--- src/sv/lfsa_pkg.sv ---
package lfsa_pkg;

	// Default table size and the fixed widths of the channel fields.
	localparam int CAPACITY_DEF = 256;
	localparam int SLOT_FIELD_W = 8;
	localparam int STATUS_W     = 2;

	// The free map is held as words of this many slots each.
	localparam int WORD_W = 32;

	// Request codes.
	localparam logic CMD_ALLOC   = 1'b0;
	localparam logic CMD_RELEASE = 1'b1;

	typedef enum logic [STATUS_W-1:0] {
		STATUS_REUSED   = 2'd0,
		STATUS_APPENDED = 2'd1,
		STATUS_FULL     = 2'd2,
		STATUS_RELEASE  = 2'd3
	} status_t;

	typedef enum logic {
		ST_IDLE,
		ST_EXEC
	} state_t;

	// Controller to datapath commands.
	typedef struct packed {
		logic lookup;  // request beat taken, start the free-map word read
		logic commit;  // word is back and the result slot is free: update and emit
	} ctrl_cmd_t;

endpackage

--- src/sv/lfsa_req_if.sv ---
interface lfsa_req_if import lfsa_pkg::*; ();
	logic                    valid;
	logic                    ready;
	logic                    command;
	logic [SLOT_FIELD_W-1:0] release_slot;

	modport source (output valid, command, release_slot, input ready);
	modport sink (input valid, command, release_slot, output ready);
endinterface

--- src/sv/lfsa_rsp_if.sv ---
interface lfsa_rsp_if import lfsa_pkg::*; ();
	logic                    valid;
	logic                    ready;
	logic [SLOT_FIELD_W-1:0] slot;
	logic [STATUS_W-1:0]     status;
	logic                    release_ok;

	modport source (output valid, slot, status, release_ok, input ready);
	modport sink (input valid, slot, status, release_ok, output ready);
endinterface

--- src/sv/lfsa_ram.sv ---
module lfsa_ram #(
	parameter int WIDTH = 32,
	parameter int DEPTH = 8
) (
	input  logic                                   clk,
	input  logic                                   we,
	input  logic [(DEPTH > 1 ? $clog2(DEPTH) : 1)-1:0] waddr,
	input  logic [WIDTH-1:0]                       wdata,
	input  logic                                   re,
	input  logic [(DEPTH > 1 ? $clog2(DEPTH) : 1)-1:0] raddr,
	output logic [WIDTH-1:0]                       rdata
);

	logic [WIDTH-1:0] mem [DEPTH];

	always_ff @(posedge clk) begin
		if (we) begin
			mem[waddr] <= wdata;
		end
		if (re) begin
			rdata <= mem[raddr];
		end
	end

endmodule

--- src/sv/lfsa_ctrl.sv ---
module lfsa_ctrl import lfsa_pkg::*; (
	input  logic      clk,
	input  logic      arst_n,
	input  logic      req_valid,
	output logic      req_ready,
	output logic      rsp_valid,
	input  logic      rsp_ready,
	output ctrl_cmd_t cmd
);

	state_t state_q, state_d;
	logic   out_valid_q;
	logic   out_free;

	assign out_free  = !out_valid_q || rsp_ready;
	assign rsp_valid = out_valid_q;

	always_comb begin
		state_d = state_q;
		unique case (state_q)
			ST_IDLE: begin
				if (req_valid) begin
					state_d = ST_EXEC;
				end
			end
			ST_EXEC: begin
				if (out_free) begin
					state_d = ST_IDLE;
				end
			end
			default: state_d = ST_IDLE;
		endcase
	end

	always_comb begin
		req_ready  = 1'b0;
		cmd.lookup = 1'b0;
		cmd.commit = 1'b0;
		unique case (state_q)
			ST_IDLE: begin
				req_ready  = 1'b1;
				cmd.lookup = req_valid;
			end
			ST_EXEC: begin
				cmd.commit = out_free;
			end
			default: begin
				req_ready = 1'b0;
			end
		endcase
	end

	always_ff @(posedge clk or negedge arst_n) begin
		if (!arst_n) begin
			state_q     <= ST_IDLE;
			out_valid_q <= 1'b0;
		end else begin
			state_q <= state_d;
			if (cmd.commit) begin
				out_valid_q <= 1'b1;
			end else if (rsp_ready) begin
				out_valid_q <= 1'b0;
			end
		end
	end

`ifndef SYNTHESIS
	a_accept_to_exec: assert property (@(posedge clk) disable iff (!arst_n)
		(req_valid && req_ready) |=> (state_q == ST_EXEC))
		else $error("accepted request did not move to execute");

	a_valid_rises_on_commit: assert property (@(posedge clk) disable iff (!arst_n)
		$rose(out_valid_q) |-> $past(cmd.commit))
		else $error("result valid rose without a commit");

	a_valid_falls_on_take: assert property (@(posedge clk) disable iff (!arst_n)
		$fell(out_valid_q) |-> $past(rsp_ready))
		else $error("result dropped before it was taken");
`endif

endmodule

--- src/sv/lfsa_datapath.sv ---
module lfsa_datapath import lfsa_pkg::*; #(
	parameter int CAPACITY = CAPACITY_DEF
) (
	input  logic                    clk,
	input  logic                    arst_n,
	input  ctrl_cmd_t               cmd,
	input  logic                    command,
	input  logic [SLOT_FIELD_W-1:0] release_slot,
	output logic [SLOT_FIELD_W-1:0] slot,
	output status_t                 status,
	output logic                    release_ok
);

	localparam int HW_W   = $clog2(CAPACITY + 1);
	localparam int CMP_W  = (HW_W > SLOT_FIELD_W) ? HW_W : SLOT_FIELD_W;
	localparam int NWORDS = (CAPACITY + WORD_W - 1) / WORD_W;
	localparam int WIDX_W = (NWORDS > 1) ? $clog2(NWORDS) : 1;
	localparam int BIT_W  = $clog2(WORD_W);
	localparam int FULL_W = WIDX_W + BIT_W;

	// State: high-water mark and one summary bit per free-map word. A word
	// whose summary bit is clear is all zero, whatever the RAM holds.
	logic [HW_W-1:0]   hw_q;
	logic [NWORDS-1:0] summary_q;

	// Request captured at lookup.
	logic                    cmd_q;
	logic [SLOT_FIELD_W-1:0] tgt_q;
	logic [WIDX_W-1:0]       widx_q;
	logic                    wvalid_q;
	logic                    in_range_q;
	logic                    any_q;

	// Result register.
	logic [SLOT_FIELD_W-1:0] slot_q;
	status_t                 status_q;
	logic                    release_ok_q;

	logic                     sum_any;
	logic [WIDX_W-1:0]        sum_pick;
	logic                     in_range;
	logic [WIDX_W+SLOT_FIELD_W-1:0] tgt_wide;
	logic [WIDX_W-1:0]        tgt_widx;
	logic [WIDX_W-1:0]        lookup_widx;
	logic                     lookup_wvalid;

	logic [WORD_W-1:0]  rd_data;
	logic [WORD_W-1:0]  word;
	logic [BIT_W-1:0]   wbit;
	logic [BIT_W-1:0]   tbit;
	logic [FULL_W-1:0]  full_idx;
	logic [FULL_W+SLOT_FIELD_W-1:0] full_ext;
	logic [HW_W+SLOT_FIELD_W-1:0]   hw_ext;
	logic               alloc_hit;
	logic               append_ok;
	logic               rel_ok;
	logic [WORD_W-1:0]  new_word;
	logic               ram_we;

	logic [SLOT_FIELD_W-1:0] res_slot;
	status_t                 res_status;
	logic                    res_ok;

	// Lookup side: lowest word holding a free slot, or the word of the target.
	always_comb begin
		sum_any  = |summary_q;
		sum_pick = '0;
		for (int i = NWORDS - 1; i >= 0; i--) begin
			if (summary_q[i]) begin
				sum_pick = WIDX_W'(i);
			end
		end
	end

	assign in_range = CMP_W'(release_slot) < CMP_W'(hw_q);
	assign tgt_wide = {{WIDX_W{1'b0}}, release_slot};
	assign tgt_widx = in_range ? tgt_wide[BIT_W +: WIDX_W] : '0;

	always_comb begin
		if (command == CMD_RELEASE) begin
			lookup_widx   = tgt_widx;
			lookup_wvalid = in_range && summary_q[tgt_widx];
		end else begin
			lookup_widx   = sum_pick;
			lookup_wvalid = sum_any;
		end
	end

	lfsa_ram #(
		.WIDTH (WORD_W),
		.DEPTH (NWORDS)
	) u_free_ram (
		.clk   (clk),
		.we    (ram_we),
		.waddr (widx_q),
		.wdata (new_word),
		.re    (cmd.lookup),
		.raddr (lookup_widx),
		.rdata (rd_data)
	);

	// Execute side.
	assign word = wvalid_q ? rd_data : '0;

	always_comb begin
		wbit = '0;
		for (int i = WORD_W - 1; i >= 0; i--) begin
			if (word[i]) begin
				wbit = BIT_W'(i);
			end
		end
	end

	assign tbit      = tgt_q[BIT_W-1:0];
	assign full_idx  = {widx_q, wbit};
	assign full_ext  = {{SLOT_FIELD_W{1'b0}}, full_idx};
	assign hw_ext    = {{SLOT_FIELD_W{1'b0}}, hw_q};
	assign alloc_hit = (cmd_q == CMD_ALLOC) && any_q;
	assign append_ok = hw_q != HW_W'(CAPACITY);
	assign rel_ok    = (cmd_q == CMD_RELEASE) && in_range_q && !word[tbit];
	assign new_word  = alloc_hit ? (word & ~(WORD_W'(1) << wbit))
	                             : (word | (WORD_W'(1) << tbit));
	assign ram_we    = cmd.commit && (alloc_hit || rel_ok);

	always_comb begin
		res_slot   = '0;
		res_status = STATUS_RELEASE;
		res_ok     = 1'b0;
		if (cmd_q == CMD_ALLOC) begin
			if (any_q) begin
				res_slot   = full_ext[SLOT_FIELD_W-1:0];
				res_status = STATUS_REUSED;
			end else if (append_ok) begin
				res_slot   = hw_ext[SLOT_FIELD_W-1:0];
				res_status = STATUS_APPENDED;
			end else begin
				res_status = STATUS_FULL;
			end
		end else if (rel_ok) begin
			res_slot = tgt_q;
			res_ok   = 1'b1;
		end
	end

	always_ff @(posedge clk or negedge arst_n) begin
		if (!arst_n) begin
			hw_q      <= '0;
			summary_q <= '0;
		end else if (cmd.commit) begin
			if (ram_we) begin
				summary_q[widx_q] <= |new_word;
			end
			if ((cmd_q == CMD_ALLOC) && !any_q && append_ok) begin
				hw_q <= hw_q + HW_W'(1);
			end
		end
	end

	always_ff @(posedge clk) begin
		if (cmd.lookup) begin
			cmd_q      <= command;
			tgt_q      <= release_slot;
			widx_q     <= lookup_widx;
			wvalid_q   <= lookup_wvalid;
			in_range_q <= in_range;
			any_q      <= sum_any;
		end
		if (cmd.commit) begin
			slot_q       <= res_slot;
			status_q     <= res_status;
			release_ok_q <= res_ok;
		end
	end

	assign slot       = slot_q;
	assign status     = status_q;
	assign release_ok = release_ok_q;

`ifndef SYNTHESIS
	a_hw_bounded: assert property (@(posedge clk) disable iff (!arst_n)
		hw_q <= HW_W'(CAPACITY))
		else $error("high-water mark beyond capacity");

	a_hw_monotonic: assert property (@(posedge clk) disable iff (!arst_n)
		1'b1 |=> (hw_q >= $past(hw_q)))
		else $error("high-water mark shrank");

	a_reuse_below_hw: assert property (@(posedge clk) disable iff (!arst_n)
		(cmd.commit && alloc_hit) |-> (CMP_W'(full_idx) < CMP_W'(hw_q)))
		else $error("reused slot at or above the high-water mark");
`endif

endmodule

--- src/sv/lowest_free_slot_allocator_core.sv ---
// Lowest-first slot allocator. Each request beat on req is either an
// allocate (command 0) or a release of release_slot (command 1), and it
// produces exactly one result beat on rsp. An allocate hands back the lowest
// numbered slot that was released earlier (status 0); when none is free it
// hands out the next never-used slot at the high-water mark (status 1), or
// reports full with slot 0 (status 2) once CAPACITY slots are in use. A
// release (status 3) marks a handed-out slot free and echoes it with
// release_ok set; a release of a slot that is already free or was never
// handed out is rejected with slot 0 and release_ok clear, and nothing
// changes. The high-water mark never moves down. When CAPACITY exceeds 256,
// slot carries only the low 8 bits of the slot number, and release_slot can
// name only the first 256 slots. Each request first reads the word of the
// free map that holds the chosen slot from a one-read, one-write RAM, then
// in the execute state updates that word and loads the result register.
// The next request is accepted as soon as the block is back in idle, even
// while the previous result still waits on rsp; it stalls in the execute
// state only if that result has not been taken. No clearing pass is needed
// after reset: a per-word summary bit, cleared by reset, marks which free-map
// words hold any free slot, and a word whose bit is clear reads as empty.
module lowest_free_slot_allocator_core import lfsa_pkg::*; #(
	parameter int CAPACITY = CAPACITY_DEF
) (
	input logic        clk,
	input logic        arst_n,
	lfsa_req_if.sink   req,
	lfsa_rsp_if.source rsp
);

	ctrl_cmd_t cmd;
	status_t   status;

	// The controller sequences lookup and commit and owns the result valid.
	lfsa_ctrl u_ctrl (
		.clk       (clk),
		.arst_n    (arst_n),
		.req_valid (req.valid),
		.req_ready (req.ready),
		.rsp_valid (rsp.valid),
		.rsp_ready (rsp.ready),
		.cmd       (cmd)
	);

	// The datapath holds the free map, the high-water mark and the result
	// register, which keeps its value until the next commit.
	lfsa_datapath #(
		.CAPACITY (CAPACITY)
	) u_datapath (
		.clk          (clk),
		.arst_n       (arst_n),
		.cmd          (cmd),
		.command      (req.command),
		.release_slot (req.release_slot),
		.slot         (rsp.slot),
		.status       (status),
		.release_ok   (rsp.release_ok)
	);

	assign rsp.status = status;

endmodule

--- src/flat_wrapper.sv ---
// flat-port wrapper written by rule: the top's interface ports become plain ports
module lowest_free_slot_allocator_core_flat import lfsa_pkg::*;
#(
	parameter int CAPACITY = CAPACITY_DEF
)
  (clk, arst_n, req_valid, req_command, req_release_slot, req_ready, rsp_valid, rsp_slot, rsp_status, rsp_release_ok, rsp_ready);
  lfsa_req_if req_i ();
  lfsa_rsp_if rsp_i ();
  input logic clk;
  input logic arst_n;
  input wire logic [$bits(req_i.valid)-1:0] req_valid;
  input wire logic [$bits(req_i.command)-1:0] req_command;
  input wire logic [$bits(req_i.release_slot)-1:0] req_release_slot;
  output wire logic [$bits(req_i.ready)-1:0] req_ready;
  output wire logic [$bits(rsp_i.valid)-1:0] rsp_valid;
  output wire logic [$bits(rsp_i.slot)-1:0] rsp_slot;
  output wire logic [$bits(rsp_i.status)-1:0] rsp_status;
  output wire logic [$bits(rsp_i.release_ok)-1:0] rsp_release_ok;
  input wire logic [$bits(rsp_i.ready)-1:0] rsp_ready;
  assign req_i.valid = req_valid;
  assign req_i.command = req_command;
  assign req_i.release_slot = req_release_slot;
  assign req_ready = req_i.ready;
  assign rsp_valid = rsp_i.valid;
  assign rsp_slot = rsp_i.slot;
  assign rsp_status = rsp_i.status;
  assign rsp_release_ok = rsp_i.release_ok;
  assign rsp_i.ready = rsp_ready;
  lowest_free_slot_allocator_core #(.CAPACITY(CAPACITY)) u_core (.clk(clk), .arst_n(arst_n), .req(req_i), .rsp(rsp_i));
endmodule
--- config.mk ---
export PLATFORM = sky130hd
export DESIGN_NAME = lowest_free_slot_allocator_core_flat
export DESIGN_NICKNAME = d
export VERILOG_FILES = /design/src/sv/lfsa_pkg.sv /design/src/sv/lfsa_req_if.sv /design/src/sv/lfsa_rsp_if.sv /design/src/sv/lfsa_ram.sv /design/src/sv/lfsa_ctrl.sv /design/src/sv/lfsa_datapath.sv /design/src/sv/lowest_free_slot_allocator_core.sv /design/src/flat_wrapper.sv
export SDC_FILE = /design/constraint.sdc
export NUM_CORES = 1
export LEC_CHECK = 0
export BUFFER_PORTS_ARGS = -buffer_cell sky130_fd_sc_hd__buf_4
export CORE_MARGIN = 8
export CORE_UTILIZATION = 30
export CTS_CLUSTER_SIZE = 20
export DETAILED_ROUTE_END_ITERATION = 10
export MAX_ROUTING_LAYER = met4
export PLACE_DENSITY = 0.49
export SLEW_MARGIN = 10
export SYNTH_ARGS = -nofsm -noshare
export SYNTH_HDL_FRONTEND = slang
export SYNTH_SLANG_ARGS = --single-unit
export TNS_END_PERCENT = 10
--- constraint.sdc ---
create_clock -name clk -period 9.7 [get_ports clk]
set_input_delay 1.455 -clock clk [delete_from_list [all_inputs] [get_ports clk]]
set_output_delay 1.455 -clock clk [all_outputs]
set_load 0.005 [all_outputs]
After elaboration in Yosys (flattened, before gate mapping). Memories as Yosys holds them, arrays and structs flattened. A register that Yosys moved wholly into a read port is not among the register bits. Index checks and enable logic that the tools add are counted. Widths: inputs -> output; s select.

Flip-flop bits (word level): 45. RAM bits: 256. Output and inout port bits: 13. Memories: 1.

Memory list: u_core.u_datapath.u_free_ram.mem (words 8, bits a word 32, read ports 1, clocked after Yosys merged registers in 1, write ports 1, line lfsa_ram.sv:14) `logic [WIDTH-1:0] mem [DEPTH];`.

Add/sub/neg operators: 1. Order comparisons: 5. Equal/unequal tests: 1. Shifts and indexed selects: 2. Mux-type cells: 69. Bitwise gates (word level): 5. Reduce and logical (&&, ||, !) cells: 18.

Operators by type and width (count): $mux 5 (32); $mux 32 (2); $shl 1x5->32 const A (2); $and 32x32->32 (1); $mux 8 (4); $not 32->32 (1); $or 32x32->32 (1); $reduce_or 32->1 (1); $mux 3 (10); $mux 1 (14); $add 9x1->9 const B (1); $lt 8x9->1 (1); $ne 9x9->1 const B (1); $bwmux 8 (1); $logic_and 1x1->1 (8); $lt 3x4->1 const B (2); $reduce_or 8->1 (1); $lt 5x6->1 const B (1); $bmux 1 s5 (1); $mux 2 (2); $reduce_and 2->1 (2); $bmux 1 s3 (1); $demux 1 s3 (1); $ge 3x1->1 const B (1); 5 further kinds (9).

Depth between registers and ports, before layout. Gate-level depths: netlist (run 1).

Word-level depth: 39. Gate-level depth with buffers: 13. Mapped depth without buffers: 11.

Modules after synthesis. A second synthesis (run 1) with hierarchy kept.

Cell total of the unflattened synthesis: 908. Area total of the unflattened synthesis: 15285.9 sq um.

By module, submodules not included: lfsa_ram (times used 1, cells each 415, area each 10786.6 sq um); lfsa_datapath (times used 1, cells each 485, area each 4405.5 sq um); lfsa_ctrl (times used 1, cells each 8, area each 93.8 sq um).

Least setup slack after synthesis (run 1). No wires, ideal clock.

Path kind: reg2reg. Start: register u_core.u_datapath.tgt_q[0]. End: memory u_core.u_datapath.u_free_ram.mem[0][0], enable pin. Library setup time: 461 ps. Arrival: 4828 ps. Required time: 9239 ps. Setup slack: 4411 ps. Stages on the path, launching flop included: 11. Path buffers: 2. Clock period less this slack: 5289 ps. Cell sequence: edfxtp_1 clkbuf_1 mux4_2 mux2_2 a22oi_1 o21ai_1 a21oi_4 nor2_1 or3_1 clkbuf_1 nor3_1.

Longest elaborated chain between the ends: 8.

RTL lines: from (decl) (line lfsa_datapath.sv:28) `logic [SLOT_FIELD_W-1:0] tgt_q;`; from (signal assigned) (line lfsa_datapath.sv:162) `tgt_q <= release_slot;`; $bmux 1 s5 (line lfsa_datapath.sv:120) `assign rel_ok = (cmd_q == CMD_RELEASE) && in_range_q && !word[tbit];`; $mux 1 (implied by the code) (line lfsa_datapath.sv:120); $logic_not 1->1 (line lfsa_datapath.sv:120); $logic_and 1x1->1 (line lfsa_datapath.sv:120); $logic_or 1x1->1 (line lfsa_datapath.sv:123) `assign ram_we = cmd.commit && (alloc_hit || rel_ok);`; $logic_and 1x1->1 (line lfsa_datapath.sv:123); $mux 1 (line lfsa_ram.sv:17) `if (we) begin`; $mux 1 (implied by the code) (line lfsa_ram.sv:18) `mem[waddr] <= wdata;`; to (decl) (line lfsa_ram.sv:14).

No other way between the ends. The select of a mux whose other input is x is not followed.

Worst setup path after layout (run 1).
Start: input port req_release_slot[1]. End: register u_core.u_datapath.u_free_ram.rdata[6], read port of u_core.u_datapath.u_free_ram.mem (data pin).

Longest elaborated chain between the ends: 3.

RTL lines: from (decl) (line flat_wrapper.sv:13) `input wire logic [$bits(req_i.release_slot)-1:0] req_release_slot;`; $lt 8x9->1 (line lfsa_datapath.sv:75) `assign in_range = CMP_W'(release_slot) < CMP_W'(hw_q);`; $mux 3 (line lfsa_datapath.sv:77) `assign tgt_widx = in_range ? tgt_wide[BIT_W +: WIDX_W] : '0;`; $mux 3 (line lfsa_datapath.sv:80) `if (command == CMD_RELEASE) begin`; to (decl) (line lfsa_ram.sv:11) `output logic [WIDTH-1:0] rdata`.

No other way between the ends. A chain may end at the register's enable or synchronous reset.

==> metrics.md, run 1 <==
| Metric | Value |
|---|---|
| Outcome | complete, no violations |
| Final worst slack | 5060 ps |
| Peak Freq | 215 MHz |
| FF+latch count, synth | 333 |
| Post-synth top cells | 314 x edfxtp_1, 130 x and3_1, 128 x a2111oi_0 |
| Final non-filler cell total | 1,834 |
| Synth Net Count | 1,160 |
| Post-synth ARST share | 5.71% |
| Top post-synthesis cells by area | edfxtp_1 61%, a2111oi_0 7.3%, and3_1 5.3% |
| First-pass GRT wire length | 66.8 mm |
| Antenna-violating nets left | 0 |
| Slew Viols, Final | 0 |
| CTS Hold Bufs | 0 |
| Leakage Power | 5.77 nW |
| RSZ-0062 raised after global routing | no |
| CTS Buf Count | 38 |
| Minimum clock period after layout | 4640 ps |
| Worst Path Arrival | 4950 ps |
| Worst Hold End | u_core.u_ctrl.rsp_valid$_DFFE_PN0P_ |
| Reg2Reg Setup Slack | 5080 ps |
| All-Layer GR Usage | 14.9% |
| Largest net degree at the start of global routing | 76 |
| Setup CP Type | in2reg |
| Main flop type after synthesis | edfxtp_1 |
| Avg WL per Cell | 23.9 µm |
| Worst R2R Start | u_core.u_datapath.wvalid_q$_DFFE_PP_ |
| Worst-path clk slew | 60 ps |
| First DRT Iteration DRCs | 1,314 |
| Share of cells above drive strength 1 | 13.7% |
| Crit-path cells | buf_4, ha_1, a21o_1, a21o_1, a21oi_1, o21ai_1, a21o_4, nand2_4, buf_4, a2111oi_0, nor4_1 |
| Pre-CTS setup slack | 4490 ps |
| Setup TNS | 0 ps |
| Area grow syn2layout | 14.2% |
| Startpoint Class | primary input |
| Grt met1 use | 20.6% |
| Hold Path Class | reg2reg |
| Vias in the first global route | 10,300 |
| Die Ht | 242 µm |
| Sequential fraction of the synthesis area | 64.6% |
| Synthesized cell area | 15,300 µm² |
| Worst Setup End Kind | register |
| 1st-pass router iterations | 7 |
| Most common cell in the netlist | edfxtp_1 |
| Headroom to the max-slew limit | 25.7% |
| Placed wire-length estimate | 25.0 mm |
| Worst r2r path cells | 10 |
| Slew @ Worst Pin | 1110 ps |
| I/O pin count | 26 |
| Final setup fails | 0 |
| Clock sinks | 333 |
| Distinct cells, synth | 78 |
| Number of max-cap violations | 0 |
| Largest area contributor in the netlist | edfxtp_1 |
| Grt ovf | 0 |
| Peak VDD IR | 0.000114 V |
| Fill cell count | 4,972 |
| DRC Markers | 0 |
| Die area | 58,600 µm² |
| Total power | 4.38 mW |
| # port buffers | 25 |
| Initial antenna violation count | 0 |
| Busiest grt layer | met2 |
| Top delay family on crit path | compound AO/OA/AOI/OAI gates |
| Cells after synthesis | 1,138 |
| Hold depth | 2 |
| Worst R2R End | u_core.u_datapath.summary_q[2]$_DFFE_PN0P_ |
| Post-DP Area | 16,300 µm² |
| Avg Vias per Cell | 5.64 |
| Crit share post-route | 47.9% |
| Clock Tree Buf Depth | 3 |
| Clock Latency Late Sink | 550 ps |
| Bufs and invs on worst path | 2 |
| Initial Util | 30.1% |
| Hold WS | 520 ps |
| Clock skew | 10.1 ps |
| Post-CTS resize count | 0 |
| CP required | 10,000 ps |
| Final Hold Vio Count | 0 |
| Critical path peak fanout | 73 |
| Die W | 242 µm |
| DR vias | 10,300 |
| CP max stage cell | buf_4 |
| Grt met3 use | 2.78% |
| Avg Cell Area, Syn | 13.5 µm² |
| Fin area | 17,500 µm² |
| # diodes | 0 |
| HP Start | u_core.u_ctrl.rsp_valid$_DFFE_PN0P_ |
| Post-synth EDFFs | 314 |
| Synth warn | 0 |
| Core Area | 50,900 µm² |
| Share of the synthesized area in the top cell type | 61.5% |
| Grt met2 use | 22.0% |
| Num rows | 83 |
| H-tree Lvls | 2 |
| Total Nets Final | 1,151 |
| Routability Congestion | 0.891 |
| Largest stage delay on the critical path | 650 ps |
| Final Util | 34.4% |
| Power density cells | 250 nW/µm² |
| CTS tree | done |
| Placed Cells | 1,769 |
| Total Wirelength | 43.8 mm |
| Root Buffer | clkbuf_16 |
| # Post-CTS Setup Buffers | 0 |
| WP depth | 11 |
==> metal layers <==
layer | vias to the layer above | share of wire [%]
met4 | 0 | 2.4
li1 | 4662 | -
met3 | 75 | 5.8
met2 | 348 | 45
met1 | 5261 | 47
met5 | - | 0
==> registers in the layout (all words and copies together), names as in the netlist <==
register / cells
u_core.u_ctrl.rsp_valid: 1
u_core.u_ctrl.state_q: 1
u_core.u_datapath.any_q: 1
u_core.u_datapath.cmd_q: 1
u_core.u_datapath.hw_q: 9
u_core.u_datapath.in_range_q: 1
u_core.u_datapath.release_ok: 1
u_core.u_datapath.slot: 8
u_core.u_datapath.status: 2
u_core.u_datapath.summary_q: 8
u_core.u_datapath.tgt_q: 8
u_core.u_datapath.u_free_ram.mem: 256
u_core.u_datapath.u_free_ram.rdata: 32
u_core.u_datapath.widx_q: 3
u_core.u_datapath.wvalid_q: 1
==> worst max path at each step <==
stage | from | endpoint | slack [ps]
after floorplan | u_core.u_datapath.tgt_q[0]$_DFFE_PP_ | u_core.u_datapath.u_free_ram.mem[0][0]$_DFFE_PP_ | 4410
after global placement | req_release_slot[1] | u_core.u_datapath.u_free_ram.rdata[6]$_DFFE_PP_ | 4550
after detailed placement | req_release_slot[1] | u_core.u_datapath.u_free_ram.rdata[6]$_DFFE_PP_ | 4490
after CTS | req_release_slot[1] | u_core.u_datapath.u_free_ram.rdata[6]$_DFFE_PP_ | 5070
after global routing | u_core.u_datapath.wvalid_q$_DFFE_PP_ | u_core.u_datapath.summary_q[2]$_DFFE_PN0P_ | 4820
final | req_release_slot[1] | u_core.u_datapath.u_free_ram.rdata[6]$_DFFE_PP_ | 5060
==> power by group <==
part / switching, mW / internal [mW]
sequential: 0.176 / 1.85
combinational: 0.618 / 0.293
clock: 0.560 / 0.886
total: 1.35 / 3.03
==> layout make-up <==
class | count | area (µm²) | area share (%)
clock inverter | 14 | 166 | 0.950
clock buffer | 51 | 1080 | 6.18
multi-input combinational | 673 | 5030 | 28.7
tap | 680 | 851 | 4.86
timing repair buffer | 47 | 353 | 2.01
sequential | 333 | 9900 | 56.5
inverter | 36 | 135 | 0.771
==> layout by cell type, fill, tap and decap left out, types with 6 or more instances in the layout <==
cell,n
nor3_1,18
inv_1,33
edfxtp_1,314
nor4_1,42
nor2_1,32
dfrtp_1,19
a21oi_1,38
mux4_2,9
nand2_1,40
nor2b_1,8
o21ai_0,16
a2111oi_0,128
a22oi_1,28
a31oi_1,20
mux2i_1,6
and3_1,130
clkbuf_16,41
clkinv_1,8
nand2b_1,10
clkbuf_1,8
nor2_4,6
ha_1,9
xnor2_1,8
buf_4,47
==> worst register-to-register path, cell delays in order, from the launching register on <==
cell and delay [ps]:
edfxtp_1 320, buf_4 510, inv_2 320, nor4_1 440, o211ai_1 270, a211oi_1 560, o21ai_1 300, mux2i_1 240
or4_4 570, a2111oi_4 760, a31oi_1 170
==> cell families after synthesis <==
family | synth area share [%]
xor gates and xnor gates | 0.457
AOI/OAI and AO/OA | 15.9
and+or+nand+nor | 12.9
muxes | 2.17
DFF | 64.6
adders and majority gates | 0.734
buffers and inverters | 3.33
No activity file was read; power rests on OpenSTA's default activity.
==> run 2: changes to the inputs <==
ABC_AREA = 1   (was not set)
clock period = 4.35 ns   (was 9.7 ns; I/O delays follow)
==> metrics.md, run 2 <==
| Metric | Value |
|---|---|
| WL met2 | 18.1 mm (-7.3%) |
| Hold Path Class | in2reg |
| FF+latch count, synth | 333 (unchanged) |
| Setup TNS | 0 ps (unchanged) |
| Register area | 9900 µm² (unchanged) |
| Area grow syn2layout | 16.7% |
| Minimum clock period after layout | 3850 ps |
| Largest net degree at the start of global routing | 101 (+33%) |
| Final Hold Vio Count | 0 (unchanged) |
| Worst R2R Start | u_core.u_datapath.wvalid_q$_DFFE_PP_ |
| Top delay family on crit path | buffers and inverters |
| First-pass GRT wire length | 61.9 mm (-7.4%) |
| Clock Latency Late Sink | 540 ps (about the same) |
| Synth Area in Compound Gates | 12.0% (-3.9 points) |
| Number of max-cap violations | 0 (unchanged) |
| # diodes | 0 (unchanged) |
| CP required | 4520 ps (-5480 ps) |
| CTS Buf Count | 39 (+2.6%) |
| Crit-path cells | buf_4, buf_4, nand2_1, inv_1, nand2_1, o21ai_0, a21oi_1, o21ai_0, o21bai_1, a21oi_1, nor2_1, nand3_1, clkinv_1, o21ai_0, nor2_1, inv_1, nor2_4, buf_4 |
| Vias in the first global route | 10,000 (-2.8%) |
| Highest routed metal layer | met4 |
| H-tree Lvls | 2 (unchanged) |
| DRC Markers | 0 (unchanged) |
| Synth warn | 0 (unchanged) |
| Worst-path clk slew | 60 ps (about the same) |
| Fin area | 17,300 µm² (-1.1%) |
| Die area | 56,900 µm² (-3.0%) |
| CP max stage cell | buf_4 |
| HP Start | req_release_slot[1] |
| Antenna-violating nets left | 0 (unchanged) |
| Die Ht | 238 µm (-1.5%) |
| Crit. Startpoint | u_core.u_datapath.wvalid_q$_DFFE_PP_ |
| Sequential fraction of the synthesis area | 66.7% (+2.1 points) |
| M1 wire length | 19.5 mm (-5.3%) |
| Clock sinks | 333 (unchanged) |
| Peak VDD IR | 0.000263 V (+130%) |
| Clock skew | 13.7 ps (+3.66 ps) |
| Synth Area in Simple Gates | 14.9% (+2.0 points) |
| Distinct cells, synth | 37 (-53%) |
| # port buffers | 25 (unchanged) |
| Num rows | 81 (-2.4%) |
| Largest stage delay on the critical path | 500 ps (-150 ps) |
| Total Nets Final | 1,459 (+27%) |
| Root Buffer | clkbuf_16 |
| Synthesized cell area | 14,800 µm² (-3.2%) |
| Cells after synthesis | 1,402 (+23%) |
| Avg Vias per Cell | 4.83 (-14%) |
| Commonest non-fill, non-tap cell in the layout | edfxtp_1 |
| Initial antenna violation count | 1 (+1) |
| Synth Area in Adders | 0.758% (+0.024 points) |
| DR vias | 10,300 (-0.70%) |
| Share of the synthesized area in the top cell type | 63.5% (+2.0 points) |
| Post-synth ARST share | 5.71% (unchanged) |
| RSZ-0062 raised after global routing | no |
| Core Area | 49,000 µm² (-3.8%) |
| Slew Viols, Final | 0 (unchanged) |
| Worst r2r path cells | 18 (+8) |
| Peak Freq | 260 MHz |
| Post-synth top cells | 314 x edfxtp_1, 289 x nor2_1, 170 x o21ai_0 |
| First DRT Iteration DRCs | 965 (-27%) |
| Worst R2R End | u_core.u_datapath.u_free_ram.mem[6][16]$_DFFE_PP_ |
| Hold depth | 1 (-1) |
| Most frequent cells in the layout | 314 x edfxtp_1, 280 x nor2_1, 170 x o21ai_0 |
| Worst Hold End | u_core.u_datapath.tgt_q[1]$_DFFE_PP_ |
| Synth Net Count | 1,424 (+23%) |
| Max FFs per register | 256 (unchanged) |
| Post-Synth XOR/XNOR Area | 0.472% (+0.015 points) |
| Leakage Power | 6.51 nW (+13%) |
| Reg2Reg Setup Slack | 500 ps (-4580 ps) |
| Worst Setup End Kind | register |
| Hold WS | 303 ps (-217 ps) |
| Post-synthesis mux area share | 0% (-2.2 points) |
| Final setup fails | 0 (unchanged) |
| Outcome | complete, no violations |
| Clock Tree Buf Depth | 3 (unchanged) |
| Main flop type after synthesis | edfxtp_1 |
| Die W | 238 µm (-1.5%) |
| Slew @ Worst Pin | 962 ps (-148 ps) |
| Avg WL per Cell | 19.1 µm (-20%) |
| Most common cell in the netlist | edfxtp_1 |
| Initial Util | 30.3% (+0.19 points) |
| I/O pin count | 26 (unchanged) |
| Post-synth EDFFs | 314 (unchanged) |
| Largest reg by FF count | u_core.u_datapath.u_free_ram.mem |
| Headroom to the max-slew limit | 35.7% (+10 points) |
| Routability Congestion | 0.986 (+11%) |
| Startpoint Class | register |
| Top Registers | u_core.u_datapath.u_free_ram.mem (256), u_core.u_datapath.u_free_ram.rdata (32), u_core.u_datapath.hw_q (9) |
| Share of cells above drive strength 1 | 11.5% (-2.2 points) |
| Grt ovf | 0 (unchanged) |
| CTS tree | done |
| Placed wire-length estimate | 25.8 mm (+3.3%) |
| Fill cell count | 4,851 (-2.4%) |
| Largest family of logic cells by synthesized area | simple AND/OR/NAND/NOR gates |
| Top post-synthesis cells by area | edfxtp_1 64%, nor2_1 7.3%, o21ai_0 5.7% |
| Area of the multi-input gates | 4260 µm² (-15%) |
| Power density cells | 649 nW/µm² (+160%) |
| Bufs and invs on worst path | 6 (+4) |
| Largest area contributor in the netlist | edfxtp_1 |
| Critical path peak fanout | 33 (-55%) |
| Avg Cell Area, Syn | 10.6 µm² (-21%) |
| 1st-pass router iterations | 6 (-1) |
| All-Layer GR Usage | 14.5% (-0.45 points) |
| Crit share post-route | 88.4% |
| Total Wirelength | 40.6 mm (-7.2%) |
| Post-DP Area | 16,000 µm² (-1.5%) |
| Worst Path Arrival | 4020 ps (-930 ps) |
| Met3 WL | 2.29 mm (-9.3%) |
| Setup CP Type | reg2reg |
[run 2: cell types whose count changed after synthesis, moves of 13 or more]
cell	delta
a2111oi_0	-128
inv_1	+83
clkbuf_1	-34
a22oi_1	-28
o21ai_0	+154
o22ai_1	+31
nor2_1	+251
nand3_1	+16
a31oi_1	+13
and3_1	-130
nand2_1	+128
nor4_1	-40
inv_2	+15
[run 2: metrics by stage]
step	utilization [%]	cells	worst slack [ps]	power, mW
final	35.4	2126	503	11.2
after CTS	35.4	2126	462	11.4
after global routing	35.4	2126	118	11.9
after detailed placement	32.7	2059	507	7.99
after floorplan	-	1402	294	6.62
after global placement	32.7	2059	491	7.99
[run 2: per-layer routing]
| layer | track usage [%] | vias up |
|---|---|---|
| met1 | 20.1 | 5012 |
| met3 | 2.81 | 52 |
| met4 | 3.46 | 0 |
| li1 | - | 4931 |
| met5 | - | - |
| met2 | 21.7 | 279 |
[run 2: how the worst max path moves through the flow]
stage / endpoint / slack, ps / depth (start not counted)
global placement: u_core.u_datapath.u_free_ram.mem[6][3]$_DFFE_PP_ / 490 / 18
global route: u_core.u_datapath.summary_q[6]$_DFFE_PN0P_ / 120 / 41
finish: u_core.u_datapath.u_free_ram.mem[6][16]$_DFFE_PP_ / 500 / 18
floorplan: u_core.u_datapath.u_free_ram.mem[0][0]$_DFFE_PP_ / 290 / 19
CTS: u_core.u_datapath.u_free_ram.mem[2][6]$_DFFE_PP_ / 460 / 18
detailed placement: u_core.u_datapath.u_free_ram.mem[2][2]$_DFFE_PP_ / 510 / 18
[run 2: repair_timing]
action,CTS,global route
endpoints found under the setup margin,0,0
resized for setup,0,0
setup buffers,0,0
endpoints found under the hold margin,19,0
hold buffers,1,0
[run 2: cells by family (layout without fill, tap and decap cells)]
group,Yosys count,in the layout
DFF,333,333
and+or+nand+nor,533,533
xor gates and xnor gates,8,8
adders and majority gates,9,9
AOI/OAI and AO/OA,318,318
buffers and inverters,201,261
[run 2: cell type report]
cell class	count	share of cell area (%)
clock buffer	45	6.01
inverter	140	3.04
timing repair buffer	55	2.97
clock inverter	21	1.48
tap	664	4.79
multi-input combinational	868	24.6
sequential	333	57.2
[run 2: report_power, final]
part / total (mW) / switching, mW / internal (mW)
combinational: 3.51 / 2.53 / 0.979
sequential: 4.40 / 0.183 / 4.22
clock: 3.33 / 1.27 / 2.06
==> run 3: changes to the inputs <==
CORE_MARGIN = 5   (was 8)
==> metrics.md, run 3 (synthesis gave the netlist of run 2 again) <==
| Metric | Value |
|---|---|
| Largest net degree at the start of global routing | 76 (-25%) |
| H-tree Lvls | 2 (unchanged) |
| Worst Hold End | u_core.u_datapath.tgt_q[4]$_DFFE_PP_ |
| HP Start | req_release_slot[4] |
| Crit share post-route | 90.0% (+1.6 points) |
| Largest reg by FF count | u_core.u_datapath.u_free_ram.mem |
| Total Nets Final | 1,464 (+0.34%) |
| Slew @ Worst Pin | 824 ps (-137 ps) |
| Crit-path cells | buf_4, nand2_1, inv_1, nand2_1, o21ai_0, a21oi_1, o21ai_0, o21bai_1, a21oi_1, nor2_1, nand3_1, clkinv_1, o21ai_0, nor2_1, inv_1, nor2_4, buf_4 |
| Post-DP Area | 16,000 µm² (unchanged) |
| RSZ-0062 raised after global routing | no |
| Worst R2R Start | u_core.u_datapath.wvalid_q$_DFFE_PP_ |
| Largest stage delay on the critical path | 580 ps (+80 ps) |
| CTS tree | done |
| Most frequent cells in the layout | 314 x edfxtp_1, 280 x nor2_1, 170 x o21ai_0 |
| Final Util | 35.2% (-0.22 points) |
| Commonest non-fill, non-tap cell in the layout | edfxtp_1 |
| Top delay family on crit path | buffers and inverters |
| Number of max-cap violations | 0 (unchanged) |
| Worst r2r path cells | 17 (-1) |
| CP required | 4530 ps (about the same) |
| Minimum clock period after layout | 3920 ps (+69.5 ps) |
| First DRT Iteration DRCs | 788 (-18%) |
| Post-CTS resize count | 0 (unchanged) |
| Hold Path Class | in2reg |
| Core Area | 49,000 µm² (unchanged) |
| Setup TNS | 0 ps (unchanged) |
| First-pass GRT wire length | 62.4 mm (+0.88%) |
| Num rows | 81 (unchanged) |
| CP max stage cell | edfxtp_1 |
| Clock skew | 15.3 ps (+1.57 ps) |
| Die W | 232 µm (-2.5%) |
| Worst R2R End | u_core.u_datapath.u_free_ram.mem[0][5]$_DFFE_PP_ |
| Power density cells | 633 nW/µm² (-2.4%) |
| All-Layer GR Usage | 15.5% (+1.0 points) |
| Setup CP Type | reg2reg |
| Worst Path Arrival | 4100 ps (+80 ps) |
| Top Registers | u_core.u_datapath.u_free_ram.mem (256), u_core.u_datapath.u_free_ram.rdata (32), u_core.u_datapath.hw_q (9) |
| # port buffers | 25 (unchanged) |
| Bufs and invs on worst path | 5 (-1) |
| Reg2Reg Setup Slack | 430 ps (-70 ps) |
| Initial Util | 30.3% (unchanged) |
| DRC Markers | 0 (unchanged) |
| Final Hold Vio Count | 0 (unchanged) |
| Startpoint Class | register |
| Final setup fails | 0 (unchanged) |
| Placed wire-length estimate | 25.7 mm (-0.54%) |
| Worst-path clk slew | 60 ps (about the same) |
| Initial antenna violation count | 2 (+1) |
| Critical path peak fanout | 33 (unchanged) |
| Clock Latency Late Sink | 550 ps (about the same) |
| 1st-pass router iterations | 5 (-1) |
| Peak Freq | 255 MHz (-1.8%) |
| Hold depth | 1 (unchanged) |
| Routability Congestion | 0.965 (-2.1%) |
| Worst Setup End Kind | register |
| Total power | 10.9 mW (-3.0%) |
| Share of cells above drive strength 1 | 11.6% (+0.074 points) |
| DR vias | 10,400 (+1.1%) |
| Area grow syn2layout | 16.0% |
| Grt ovf | 0 (unchanged) |
| Die area | 54,000 µm² (-5.0%) |
| Vias in the first global route | 10,200 (+1.9%) |
| Root Buffer | clkbuf_16 |
| I/O pin count | 26 (unchanged) |
| Slew Viols, Final | 0 (unchanged) |
| Cell mode on critical path | o21ai_0 |
| Die Ht | 232 µm (-2.5%) |
| Clock Tree Buf Depth | 3 (unchanged) |
| Outcome | complete, no violations |
| Avg Vias per Cell | 4.87 (+0.68%) |
| Headroom to the max-slew limit | 44.9% (+9.2 points) |
| Avg WL per Cell | 19.1 µm (about the same) |
| Total Wirelength | 40.8 mm (+0.43%) |
| Max FFs per register | 256 (unchanged) |
| Clock sinks | 333 (unchanged) |
| CTS Buf Count | 39 (unchanged) |
| Leakage Power | 6.47 nW (-0.67%) |
| Fin area | 17,200 µm² (-0.62%) |
| Antenna-violating nets left | 0 (unchanged) |
| Peak VDD IR | 0.000240 V (-8.8%) |
==> run 3: cell type report <==
class,instances,area [µm²]
diodes,1,2.50
clock buffers,46,1000
clock inverters,23,185
fillers,4888,31700
inverters,140,527
multi-input cells,868,4260
flip-flops and latches,333,9900
well taps,664,831
repair buffers,60,515
==> run 3: how the worst max path moves through the flow <==
stage | startpoint | end | slack (ps) | cells past startpoint
after global placement | u_core.u_datapath.wvalid_q$_DFFE_PP_ | u_core.u_datapath.u_free_ram.mem[0][4]$_DFFE_PP_ | 480 | 17
after floorplan | u_core.u_datapath.wvalid_q$_DFFE_PP_ | u_core.u_datapath.u_free_ram.mem[0][0]$_DFFE_PP_ | 290 | 19
after global routing | u_core.u_datapath.wvalid_q$_DFFE_PP_ | u_core.u_datapath.u_free_ram.mem[0][4]$_DFFE_PP_ | 160 | 17
after detailed placement | u_core.u_datapath.wvalid_q$_DFFE_PP_ | u_core.u_datapath.u_free_ram.mem[7][21]$_DFFE_PP_ | 450 | 17
after CTS | u_core.u_datapath.wvalid_q$_DFFE_PP_ | u_core.u_datapath.u_free_ram.mem[0][4]$_DFFE_PP_ | 410 | 17
final | u_core.u_datapath.wvalid_q$_DFFE_PP_ | u_core.u_datapath.u_free_ram.mem[0][5]$_DFFE_PP_ | 430 | 17
==> run 3: repair_timing <==
| action | CTS | global route |
|---|---|---|
| buffers inserted | 0 | 0 |
| endpoints found under the hold margin | 19 | 0 |
| hold buffers | 1 | 0 |
| setup endpoints to repair | 0 | 0 |
==> run 3: layer usage <==
metal / part of all wire, % / track usage [%]
met1: 47 / 21.0
met2: 45 / 23.7
met5: 0 / -
met4: 3.1 / 5.26
met3: 5.1 / 2.72
==> run 3: stage by stage <==
stage / setup slack (ps) / hold slack (ps) / std cells
6_report: 433 / 288 / 2135
5_1_grt: 157 / 263 / 2135
4_1_cts: 411 / 253 / 2134
3_5_place_dp: 453 / 497 / 2064
3_3_place_gp: 477 / 480 / 2064
2_1_floorplan: 294 / 357 / 1402
==> run 3: power breakdown <==
group	switching, mW	internal (mW)
sequential	0.213	4.22
clock	1.31	1.73
combinational	2.45	0.978
==> run 3: worst register-to-register path: stages, from the launching register on <==
cell and delay, ps:
edfxtp_1 580, buf_4 280, nand2_1 250, inv_1 100
nand2_1 70, o21ai_0 70, a21oi_1 140, o21ai_0 130
o21bai_1 220, a21oi_1 110, nor2_1 180, nand3_1 160
clkinv_1 90, o21ai_0 100, nor2_1 140, inv_1 220
nor2_4 130, buf_4 520
